===== src/hdl/fbc_pkg.sv =====
package fbc_pkg;

    localparam int COEF_BITS  = 16;
    localparam int COORD_BITS = 24;
    localparam int COORD_FRAC = 8;

    localparam int PCOEF_BITS = COEF_BITS + 1;
    localparam int PROD_BITS  = PCOEF_BITS + COORD_BITS;
    localparam int ACC_BITS   = PROD_BITS + 2;

    localparam int NUM_ROWS   = 4;
    localparam int NUM_COLS   = 4;
    localparam int NUM_PLANES = 6;
    localparam int NUM_TERMS  = 4;
    localparam int ROW_BITS   = $clog2(NUM_ROWS);
    localparam int COL_BITS   = $clog2(NUM_COLS);
    localparam int PLANE_BITS = $clog2(NUM_PLANES);
    localparam int TERM_BITS  = $clog2(NUM_TERMS);

    typedef logic signed [COEF_BITS-1:0]  coef_t;
    typedef logic signed [COORD_BITS-1:0] coord_t;
    typedef logic signed [PCOEF_BITS-1:0] pcoef_t;
    typedef logic signed [PROD_BITS-1:0]  prod_t;
    typedef logic signed [ACC_BITS-1:0]   acc_t;
    typedef logic [COL_BITS-1:0]          col_t;

    typedef enum logic [1:0] {
        ACT_LOAD  = 2'd0,
        ACT_POINT = 2'd1,
        ACT_BOX   = 2'd2,
        ACT_NONE  = 2'd3
    } action_t;

    localparam logic [TERM_BITS-1:0]  TERM_X     = TERM_BITS'(0);
    localparam logic [TERM_BITS-1:0]  TERM_Y     = TERM_BITS'(1);
    localparam logic [TERM_BITS-1:0]  TERM_Z     = TERM_BITS'(2);
    localparam logic [TERM_BITS-1:0]  TERM_W     = TERM_BITS'(NUM_TERMS - 1);
    localparam logic [PLANE_BITS-1:0] PLANE_LAST = PLANE_BITS'(NUM_PLANES - 1);
    localparam logic [ROW_BITS-1:0]   ROW_W      = ROW_BITS'(NUM_ROWS - 1);

endpackage


===== src/hdl/frustum_box_cull_core.sv =====
// Frustum culling engine. A load beat (action 0) writes one column of the
// 4x4 view-projection matrix in the cycle it is accepted and produces no
// result; action 3 is dropped the same way. A point test (action 1) or box
// test (action 2) runs the six clip planes through one shared multiply-add
// unit, one term per cycle (x, y, z products and the scaled w term), so a
// test holds cmd_stall high while it runs; its result beat appears on the
// cycle after the last term. The result sits in an output register; if it
// has not been taken when the next test finishes, that test waits on its
// last term until the register frees. The matrix resets to zero, so every
// test reports visible until columns are loaded.
module frustum_box_cull_core (
    input  logic            clk,
    input  logic            rst_n,
    input  logic            cmd_valid,
    output logic            cmd_stall,
    input  fbc_pkg::action_t action,
    input  fbc_pkg::col_t   column,
    input  fbc_pkg::coef_t  elem_row0,
    input  fbc_pkg::coef_t  elem_row1,
    input  fbc_pkg::coef_t  elem_row2,
    input  fbc_pkg::coef_t  elem_row3,
    input  fbc_pkg::coord_t lo_x,
    input  fbc_pkg::coord_t lo_y,
    input  fbc_pkg::coord_t lo_z,
    input  fbc_pkg::coord_t hi_x,
    input  fbc_pkg::coord_t hi_y,
    input  fbc_pkg::coord_t hi_z,
    output logic            res_valid,
    input  logic            res_stall,
    output logic            visible
);
    import fbc_pkg::*;

    typedef enum logic {
        ST_IDLE,
        ST_RUN
    } state_t;

    state_t                  state_reg, state_next;
    coef_t                   mat_reg [NUM_ROWS][NUM_COLS];
    coord_t                  lo_reg [3], lo_next [3];
    coord_t                  hi_reg [3], hi_next [3];
    logic                    box_reg, box_next;
    logic [PLANE_BITS-1:0]   plane_reg, plane_next;
    logic [TERM_BITS-1:0]    term_reg, term_next;
    acc_t                    acc_reg, acc_next;
    logic                    pass_reg, pass_next;
    logic                    res_valid_reg, res_valid_next;
    logic                    visible_reg, visible_next;

    logic                    accept;
    logic                    res_free;
    logic [ROW_BITS-1:0]     row_sel;
    coef_t                   w_elem;
    coef_t                   r_elem;
    pcoef_t                  coef;
    coord_t                  lo_sel;
    coord_t                  hi_sel;
    coord_t                  coord_sel;
    prod_t                   prod;
    acc_t                    term_val;
    acc_t                    sum;
    logic                    plane_ok;

    assign accept    = cmd_valid && (state_reg == ST_IDLE);
    assign cmd_stall = (state_reg != ST_IDLE);
    assign res_valid = res_valid_reg;
    assign visible   = visible_reg;
    assign res_free  = !res_valid_reg || !res_stall;

    always_ff @(posedge clk or negedge rst_n)
    begin
        if (!rst_n)
        begin
            for (int r = 0; r < NUM_ROWS; r++)
            begin
                for (int c = 0; c < NUM_COLS; c++)
                begin
                    mat_reg[r][c] <= '0;
                end
            end
        end
        else if (accept && (action == ACT_LOAD))
        begin
            mat_reg[0][column] <= elem_row0;
            mat_reg[1][column] <= elem_row1;
            mat_reg[2][column] <= elem_row2;
            mat_reg[3][column] <= elem_row3;
        end
    end

    always_comb
    begin
        row_sel = plane_reg[PLANE_BITS-1:1];
        w_elem  = mat_reg[ROW_W][term_reg];
        r_elem  = mat_reg[row_sel][term_reg];
        if (plane_reg[0])
        begin
            coef = pcoef_t'(w_elem) - pcoef_t'(r_elem);
        end
        else
        begin
            coef = pcoef_t'(w_elem) + pcoef_t'(r_elem);
        end

        case (term_reg)
            TERM_X:
            begin
                lo_sel = lo_reg[0];
                hi_sel = hi_reg[0];
            end
            TERM_Y:
            begin
                lo_sel = lo_reg[1];
                hi_sel = hi_reg[1];
            end
            TERM_Z:
            begin
                lo_sel = lo_reg[2];
                hi_sel = hi_reg[2];
            end
            default:
            begin
                lo_sel = lo_reg[0];
                hi_sel = hi_reg[0];
            end
        endcase

        coord_sel = (box_reg && !coef[PCOEF_BITS-1]) ? hi_sel : lo_sel;
        prod      = prod_t'(coef) * prod_t'(coord_sel);

        if (term_reg == TERM_W)
        begin
            term_val = acc_t'(coef) <<< COORD_FRAC;
        end
        else
        begin
            term_val = acc_t'(prod);
        end

        sum      = acc_reg + term_val;
        plane_ok = !sum[ACC_BITS-1];
    end

    always_comb
    begin
        state_next     = state_reg;
        lo_next        = lo_reg;
        hi_next        = hi_reg;
        box_next       = box_reg;
        plane_next     = plane_reg;
        term_next      = term_reg;
        acc_next       = acc_reg;
        pass_next      = pass_reg;
        res_valid_next = res_valid_reg;
        visible_next   = visible_reg;

        if (res_valid_reg && !res_stall)
        begin
            res_valid_next = 1'b0;
        end

        case (state_reg)
            ST_IDLE:
            begin
                if (accept && ((action == ACT_POINT) || (action == ACT_BOX)))
                begin
                    state_next = ST_RUN;
                    lo_next[0] = lo_x;
                    lo_next[1] = lo_y;
                    lo_next[2] = lo_z;
                    hi_next[0] = hi_x;
                    hi_next[1] = hi_y;
                    hi_next[2] = hi_z;
                    box_next   = (action == ACT_BOX);
                    plane_next = '0;
                    term_next  = '0;
                    acc_next   = '0;
                    pass_next  = 1'b1;
                end
            end
            ST_RUN:
            begin
                if (term_reg != TERM_W)
                begin
                    acc_next  = sum;
                    term_next = term_reg + TERM_BITS'(1);
                end
                else if (plane_reg != PLANE_LAST)
                begin
                    acc_next   = '0;
                    pass_next  = pass_reg && plane_ok;
                    term_next  = '0;
                    plane_next = plane_reg + PLANE_BITS'(1);
                end
                else if (res_free)
                begin
                    acc_next       = '0;
                    state_next     = ST_IDLE;
                    res_valid_next = 1'b1;
                    visible_next   = pass_reg && plane_ok;
                end
            end
            default:
            begin
                state_next = ST_IDLE;
            end
        endcase
    end

    always_ff @(posedge clk or negedge rst_n)
    begin
        if (!rst_n)
        begin
            state_reg     <= ST_IDLE;
            box_reg       <= 1'b0;
            plane_reg     <= '0;
            term_reg      <= '0;
            acc_reg       <= '0;
            pass_reg      <= 1'b1;
            res_valid_reg <= 1'b0;
            visible_reg   <= 1'b0;
        end
        else
        begin
            state_reg     <= state_next;
            box_reg       <= box_next;
            plane_reg     <= plane_next;
            term_reg      <= term_next;
            acc_reg       <= acc_next;
            pass_reg      <= pass_next;
            res_valid_reg <= res_valid_next;
            visible_reg   <= visible_next;
        end
    end

    always_ff @(posedge clk)
    begin
        lo_reg <= lo_next;
        hi_reg <= hi_next;
    end

endmodule


===== config.mk =====
export PLATFORM = sky130hd
export DESIGN_NAME = frustum_box_cull_core
export DESIGN_NICKNAME = d
export VERILOG_FILES = /design/src/hdl/fbc_pkg.sv /design/src/hdl/frustum_box_cull_core.sv
export SDC_FILE = /design/constraint.sdc
export NUM_CORES = 2
export LEC_CHECK = 0
export ABC_AREA = 1
export BUFFER_PORTS_ARGS = -buffer_cell sky130_fd_sc_hd__buf_4
export CAP_MARGIN = 20
export CORE_MARGIN = 1
export CORE_UTILIZATION = 34
export CTS_CLUSTER_SIZE = 24
export DETAILED_ROUTE_END_ITERATION = 6
export PLACE_DENSITY = 0.46
export SYNTH_ARGS = -nofsm -noshare
export SYNTH_HDL_FRONTEND = slang
export SYNTH_SLANG_ARGS = --single-unit

===== constraint.sdc =====
create_clock -name clk -period 29.2 [get_ports clk]
set_input_delay 2.92 -clock clk [delete_from_list [all_inputs] [get_ports clk]]
set_output_delay 2.92 -clock clk [all_outputs]
set_load 0.02 [all_outputs]

After elaboration in Yosys (flattened, before gate mapping)

Cells that the tools add are included.

Bitwise gates (word level): 6
Multiplexer cells: 47
Add/sub/neg operators: 5
Multiply operators: 1
Eq/ne operators: 12
$lt $le $gt $ge: 4
Reduce and logical (&&, ||, !) cells: 19

Operator list:

| operator                                       | number |
|---|---|
| 64-bit bitwise mux                             | 4 |
| 43-bit 2-to-1 mux                              | 5 |
| 64-bit binary-select mux with 2-bit select     | 1 |
| 64-bit 2-to-1 mux                              | 2 |
| 24-bit case mux with 2 select lines            | 2 |
| 43-bit case mux with 2 select lines            | 1 |
| 16-bit 2-to-1 mux                              | 5 |
| 16-bit binary-select mux with 2-bit select     | 2 |
| 43-bit adder                                   | 1 |
| 17-bit by 24-bit multiplier with 41-bit output | 1 |
| 16-bit demux with 2-bit select                 | 1 |
| 24-bit 2-to-1 mux                              | 1 |
| 16-bit by 16-bit adder with 17-bit output      | 1 |
| 17-bit 2-to-1 mux                              | 1 |
| 16-bit by 16-bit subtractor with 17-bit output | 1 |
| 1-bit 2-to-1 mux                               | 12 |
| 3-bit >= comparator (second input constant)    | 3 |
| 3-bit 2-to-1 mux                               | 3 |
| 2-bit inverter with 3-bit output               | 3 |
| 1-bit logical AND                              | 7 |
| 2-bit equality test (second input constant)    | 3 |
| 2-bit 2-to-1 mux                               | 3 |
| 3-bit case mux with 2 select lines             | 1 |
| 2-bit AND reduction                            | 3 |
| 17 further kinds                               | 27 |

Output and inout bits: 3
Register bits after elaboration: 453
Bits of input ports: 216

Logic depth before layout (Yosys ltp)

Depth after elaboration: 20
Depth in mapped cells: 76
Mapped depth without buffers: 71

Worst setup path after synthesis

No wires, ideal clock.

Path kind: flip-flop to flip-flop
Start point: reg plane_reg[1]
End point: reg acc_reg[42]
Slack: 17.995 ns
Data arrival time: 11.088 ns
Period minus slack after synthesis: 11.205 ns
Library setup time: 0.117 ns
Data required time: 29.083 ns
Buffers on the path: 7
Stages on the path, launching flop included: 72
Cells stage by stage: dfrtp_1 > buf_6 > inv_2 > buf_4 > buf_2 > buf_1 > o21ai_0 > nand3_1 > o211ai_1 > nand2_1 > inv_1 > ha_1 > or2_2 > o21ai_0 > inv_1 > fa_1 > nand3b_1 > nand2_1 > [... 36 more ...] > xnor2_1 > o21ai_0 > inv_1 > ha_1 > nand2_1 > nor2_1 > inv_1 > nor4_1 > nand3_1 > nand3_1 > nand2_1 > o211ai_1 > xor2_1 > inv_1 > nand2_1 > nand2_1 > nand2_1 > nand2_1

Word-level cells in the longest chain between the ends: 17
Elaborated cells between the ends (all ways): 22
Those cells by class: add/sub: 3; mul: 1; eq/ne: 2; mux: 12; bitwise: 1; reduce/logical: 3

Ends and longest elaborated chain:

| what                                                                                                               | RTL line                                                  | RTL |
|---|---|---|
| start, declared                                                                                                    | frustum_box_cull_core.sv:44                               | `logic [PLANE_BITS-1:0] plane_reg, plane_next;` |
| start signal, assigned                                                                                             | frustum_box_cull_core.sv:228                              | `plane_reg <= plane_next;` |
| 2-bit inverter with 3-bit output (implied by the code)                                                             | frustum_box_cull_core.sv:96                               | `r_elem = mat_reg[row_sel][term_reg];` |
| 64-bit binary-select mux with 2-bit select                                                                         | frustum_box_cull_core.sv:96                               |  |
| 64-bit 2-to-1 mux (implied by the code) (2 in a row)                                                               | frustum_box_cull_core.sv:96                               |  |
| 16-bit binary-select mux with 2-bit select                                                                         | frustum_box_cull_core.sv:96                               |  |
| 16-bit 2-to-1 mux (implied by the code) (2 in a row)                                                               | frustum_box_cull_core.sv:96                               |  |
| 16-bit by 16-bit adder with 17-bit output / 16-bit by 16-bit subtractor with 17-bit output (equally long branches) | frustum_box_cull_core.sv:103, frustum_box_cull_core.sv:99 |  |
| 17-bit 2-to-1 mux                                                                                                  | frustum_box_cull_core.sv:97                               | `if (plane_reg[0])` |
| 1-bit logical NOT                                                                                                  | frustum_box_cull_core.sv:129                              | `coord_sel = (box_reg && !coef[PCOEF_BITS-1]) ? hi_sel : lo_sel;` |
| 1-bit logical AND                                                                                                  | frustum_box_cull_core.sv:129                              |  |
| 24-bit 2-to-1 mux                                                                                                  | frustum_box_cull_core.sv:129                              |  |
| 17-bit by 24-bit multiplier with 41-bit output                                                                     | frustum_box_cull_core.sv:130                              | `prod = prod_t'(coef) * prod_t'(coord_sel);` |
| 43-bit 2-to-1 mux                                                                                                  | frustum_box_cull_core.sv:132                              | `if (term_reg == TERM_W)` |
| 43-bit adder                                                                                                       | frustum_box_cull_core.sv:141                              | `sum = acc_reg + term_val;` |
| 43-bit 2-to-1 mux                                                                                                  | frustum_box_cull_core.sv:184                              | `if (term_reg != TERM_W)` |
| 43-bit case mux with 2 select lines                                                                                | frustum_box_cull_core.sv:163                              | `case (state_reg)` |
| end signal, assigned                                                                                               | frustum_box_cull_core.sv:230                              | `acc_reg <= acc_next;` |
| end, declared                                                                                                      | frustum_box_cull_core.sv:46                               | `acc_t acc_reg, acc_next;` |

Parallel ways exist; a longest one is shown, timed or not. The select of a mux whose other input is x is not followed.
A chain may end at the register's enable or synchronous reset.

Worst setup path after layout

Start point: reg plane_reg[1]
End point: reg visible_reg (netlist: visible)

Word-level cells in the longest chain between the ends: 17
Elaborated cells between the ends (all ways): 21
Those cells by class: add/sub: 3; mul: 1; eq/ne: 1; mux: 9; bitwise: 2; reduce/logical: 5

Ends and longest elaborated chain:

| what                                                                                                               | RTL line                                                  | RTL |
|---|---|---|
| 2-bit inverter with 3-bit output (implied by the code)                                                             | frustum_box_cull_core.sv:96                               |  |
| 64-bit binary-select mux with 2-bit select                                                                         | frustum_box_cull_core.sv:96                               |  |
| 64-bit 2-to-1 mux (implied by the code) (2 in a row)                                                               | frustum_box_cull_core.sv:96                               |  |
| 16-bit binary-select mux with 2-bit select                                                                         | frustum_box_cull_core.sv:96                               |  |
| 16-bit 2-to-1 mux (implied by the code) (2 in a row)                                                               | frustum_box_cull_core.sv:96                               |  |
| 16-bit by 16-bit adder with 17-bit output / 16-bit by 16-bit subtractor with 17-bit output (equally long branches) | frustum_box_cull_core.sv:103, frustum_box_cull_core.sv:99 |  |
| 17-bit 2-to-1 mux                                                                                                  | frustum_box_cull_core.sv:97                               |  |
| 1-bit logical NOT                                                                                                  | frustum_box_cull_core.sv:129                              |  |
| 1-bit logical AND                                                                                                  | frustum_box_cull_core.sv:129                              |  |
| 24-bit 2-to-1 mux                                                                                                  | frustum_box_cull_core.sv:129                              |  |
| 17-bit by 24-bit multiplier with 41-bit output                                                                     | frustum_box_cull_core.sv:130                              |  |
| 43-bit 2-to-1 mux                                                                                                  | frustum_box_cull_core.sv:132                              |  |
| 43-bit adder                                                                                                       | frustum_box_cull_core.sv:141                              |  |
| 1-bit logical NOT                                                                                                  | frustum_box_cull_core.sv:142                              | `plane_ok = !sum[ACC_BITS-1];` |
| 1-bit logical AND                                                                                                  | frustum_box_cull_core.sv:201                              | `visible_next = pass_reg && plane_ok;` |
| end signal, assigned                                                                                               | frustum_box_cull_core.sv:233                              | `visible_reg <= visible_next;` |
| end, declared                                                                                                      | frustum_box_cull_core.sv:49                               | `logic visible_reg, visible_next;` |

Parallel ways exist; a longest one is shown, timed or not. The select of a mux whose other input is x is not followed.

==> run summary <==
The number of flip-flops in the largest register is 256. The worst setup path is launched from a register. The worst setup path is of the reg -> reg kind. The post-detailed-route via-to-cell ratio is 4.937. Routability-driven placement finished with a final weighted congestion of 0.8834. After detailed routing, the average wire length per cell comes to 19.73 µm. The synthesized area is 0.03862 mm². STA classifies the critical path endpoint as a register. The fraction of final layout cells sized beyond drive strength 1 came out at 9.921%.

The clock period could shrink to 15.01 ns. The I/O pin count came out at 219. Global routing used 22.17% of the available tracks. Setup repair after global routing left no endpoint under its margin. In this run the register-to-register setup slack is 14.19 ns. The maximum clock frequency came out at 66.60 MHz. The number of antenna-violating nets in the routed design is 0. In this run the most critical hold path is launched from mat_reg[241]$_DFFE_PN0P_. The arrival time at the worst endpoint came out at 15.53 ns. The final worst clock skew is 0.05028 ns.

The initial antenna violation count came out at 4. The share of the cycle needed by the critical path after routing is 51.42%. The number of distinct library cells after synthesis is 57.

The die height is 339.0 µm. The count of hold-fix buffers inserted at cts came out at 0. The number of remaining DRC errors is 0.

The initial core utilization is 34.33%. Max-cap violations in this run came to 0. The largest net degree at the start of global routing is 105. Fill cells in the final layout number 11770. Summing over every cut layer, the via total after detailed routing is 31200. The maximum level of the CTS H-tree came out at 2. After floorplanning, the core was divided into 123 placement rows. The largest stage delay on the critical path is 0.75 ns. The worst hold path class is reg -> reg. The area of the core is 0.1125 mm².

After global routing the overflow that remains totals 0. The average instance in the mapped netlist occupies 8.293 µm². For this run, the leading register cell type out of synthesis is sky130_fd_sc_hd__dfrtp_1. Summed over all failing endpoints, the final setup total negative slack is 0 ns. The max-slew violation count came to 0. The number of nets in the synthesized netlist is 5441. Of all flip-flops after synthesis, the portion carrying an async set or reset was 68.21%. The number of buffers created by CTS came out at 57. The number of synthesized register bits came out at 453. The number of setup buffers added after CTS is 0. The clock-pin slew on the worst setup and hold paths came out at 0.06 ns. The root buffer cell chosen for the clock tree is sky130_fd_sc_hd__clkbuf_16. The detailed placement HPWL came out at 93.31 mm.

TritonCTS built the clock tree. The port buffer count came out at 218. The sink count of the clock tree is 453. The number of standard cells after synthesis is 4657. The tightest slew margin relative to the limit came out at 26.08%. The maximum clock insertion buffer count is 3. The count of endpoints failing hold in the final timing report was 0. The post-cts sizing count came out at 0. The measured slew at the worst slew-check pin came out at 1.108 ns. The starting DRC count in detailed routing is 1976. In this run the critical register-to-register path is launched from plane_reg[1]$_DFFE_PN0P_. The flow ran to the end, and the final reports show no timing, DRC or antenna violations.

The most repeated library cell on the critical path is sky130_fd_sc_hd__inv_1. The number of flops mapped to enable cells by yosys came out at 144. The die covers 0.1149 mm². The number of warning messages in the yosys log came out at 0. The critical path starts at plane_reg[1]$_DFFE_PN0P_. The die outline width is 339.0 µm.

The clock insertion delay at the later pin of the skew report came out at 0.68 ns. The final layout contains routed wiring with a total length of 124.7 mm. For this run, the post-layout net count is 5560. The sequential share of the synthesized area is 31.22%. The number of iterations in the first detailed-routing pass is 6. Along the worst path, the maximum fanout reaches 75.

The final number of setup-violating endpoints came out at 0. The worst-path cell with the longest stage delay is sky130_fd_sc_hd__dfrtp_4. Relative to the synthesized area, the layout overhead comes to 12.68%. Data on the critical path is required at its endpoint by 29.72 ns. The number of global-route vias before repair came out at 32720.

The first global-routing pass estimated 197.3 mm of wire.
-- cell usage after synthesis, types with 18 or more instances --
cell type	instances	share of area (%)
sky130_fd_sc_hd__a31oi_1	19	0.31
sky130_fd_sc_hd__fa_1	404	21
sky130_fd_sc_hd__o211ai_1	41	0.80
sky130_fd_sc_hd__nand3b_1	22	0.43
sky130_fd_sc_hd__ha_1	164	5.3
sky130_fd_sc_hd__nor3_1	18	0.23
sky130_fd_sc_hd__a21oi_1	284	3.7
sky130_fd_sc_hd__inv_1	812	7.9
sky130_fd_sc_hd__dfrtp_1	308	20
sky130_fd_sc_hd__buf_2	43	0.56
sky130_fd_sc_hd__edfxtp_1	144	11
sky130_fd_sc_hd__a31o_2	38	0.86
sky130_fd_sc_hd__xnor2_1	27	0.61
sky130_fd_sc_hd__nand2_1	915	8.9
sky130_fd_sc_hd__clkbuf_1	130	1.3
sky130_fd_sc_hd__mux2_2	31	0.90
sky130_fd_sc_hd__xor2_1	44	1.0
sky130_fd_sc_hd__nand3_1	239	3.1
sky130_fd_sc_hd__o21ai_0	327	4.2
sky130_fd_sc_hd__nor2_1	464	4.5
-- stage by stage --
stage / instances / hold slack, ns / area, µm² / util, % / worst slack [ns]
after floorplan: 4657 / 0.4488 / 38620 / - / 18.00
after global placement: 6216 / 0.4644 / 41650 / 37.02 / 14.34
after detailed placement: 6216 / 0.4738 / 41650 / 37.02 / 14.31
after CTS: 6317 / 0.4888 / 43490 / 38.65 / 14.15
after global routing: 6320 / 0.4990 / 43520 / 38.68 / 12.80
final: 6320 / 0.4833 / 43520 / 38.68 / 14.19
-- cell usage in the layout, fill, tap and decap left out, drive strengths merged, types with 3 or more instances in the layout --
master / n
a211oi: 3
a21o: 5
a21oi: 284
a221oi: 7
a22o: 7
a31o: 38
a31oi: 19
and3: 3
buf: 267
bufinv: 3
clkbuf: 79
clkinv: 27
dfrtp: 308
edfxtp: 144
fa: 404
ha: 164
inv: 829
mux2: 31
nand2: 923
nand3: 239
nand3b: 22
nand4: 14
nor2: 465
nor3: 18
nor4: 4
o211ai: 43
o21a: 8
o21ai: 335
o21bai: 4
o221ai: 5
o22ai: 3
o31ai: 17
or2: 8
xnor2: 27
xor2: 44
-- worst paths after layout --
| kind | to | depth (start not counted) |
|---|---|---|
| worst min-delay path | mat_reg[241]$_DFFE_PN0P_ | 2 |
| worst min register to register | mat_reg[241]$_DFFE_PN0P_ | 2 |
| worst max-delay path | visible$_DFFE_PN0P_ | 65 |
| min in group asynchronous | acc_reg[0]$_DFFE_PN0P_ | 1 |
| max in group asynchronous | mat_reg[91]$_DFFE_PN0P_ | 4 |
| worst max register to register | visible$_DFFE_PN0P_ | 65 |
-- cell families after synthesis --
group | Yosys count | synth area share [%]
AO/OA/AOI/OAI | 789 | 11.55
XOR/XNOR | 71 | 1.610
adder cells (fa/ha/maj) | 568 | 26.26
buffers and inverters | 1044 | 10.57
flip-flops | 453 | 31.22
multiplexers | 31 | 0.9039
AND/OR/NAND/NOR | 1701 | 17.89
-- metal layers --
metal	vias up	GRT usage [%]	share of wire (%)
met3	129	2.602	4.3
met4	2	5.345	2.1
li1	14910	-	-
met1	15510	29.98	45
met5	-	0	0.016
met2	655	37.69	49
-- worst max-delay path: cells and delay by family (launching register included) --
kind	cells	cell delay, ns
simple gates	27	4.64
fa+ha+maj	9	4.01
buf+inv	14	2.54
xor+xnor	2	0.40
flops	1	0.75
compound gates	13	2.37
-- cell type report --
type / count / area (µm²) / share of cell area [%]
inverters: 837 / 3147 / 7.231
well taps: 1500 / 1877 / 4.313
flip-flops and latches: 453 / 12060 / 27.72
clock inverters: 22 / 234.0 / 0.5376
repair buffers: 267 / 2032 / 4.669
clock buffers: 79 / 1599 / 3.674
multi-input cells: 3160 / 22560 / 51.84
diodes: 2 / 5.005 / 0.01150
Power is not shown: default switching activity piles up to over one toggle a cycle in this logic, so the estimate is an artifact.
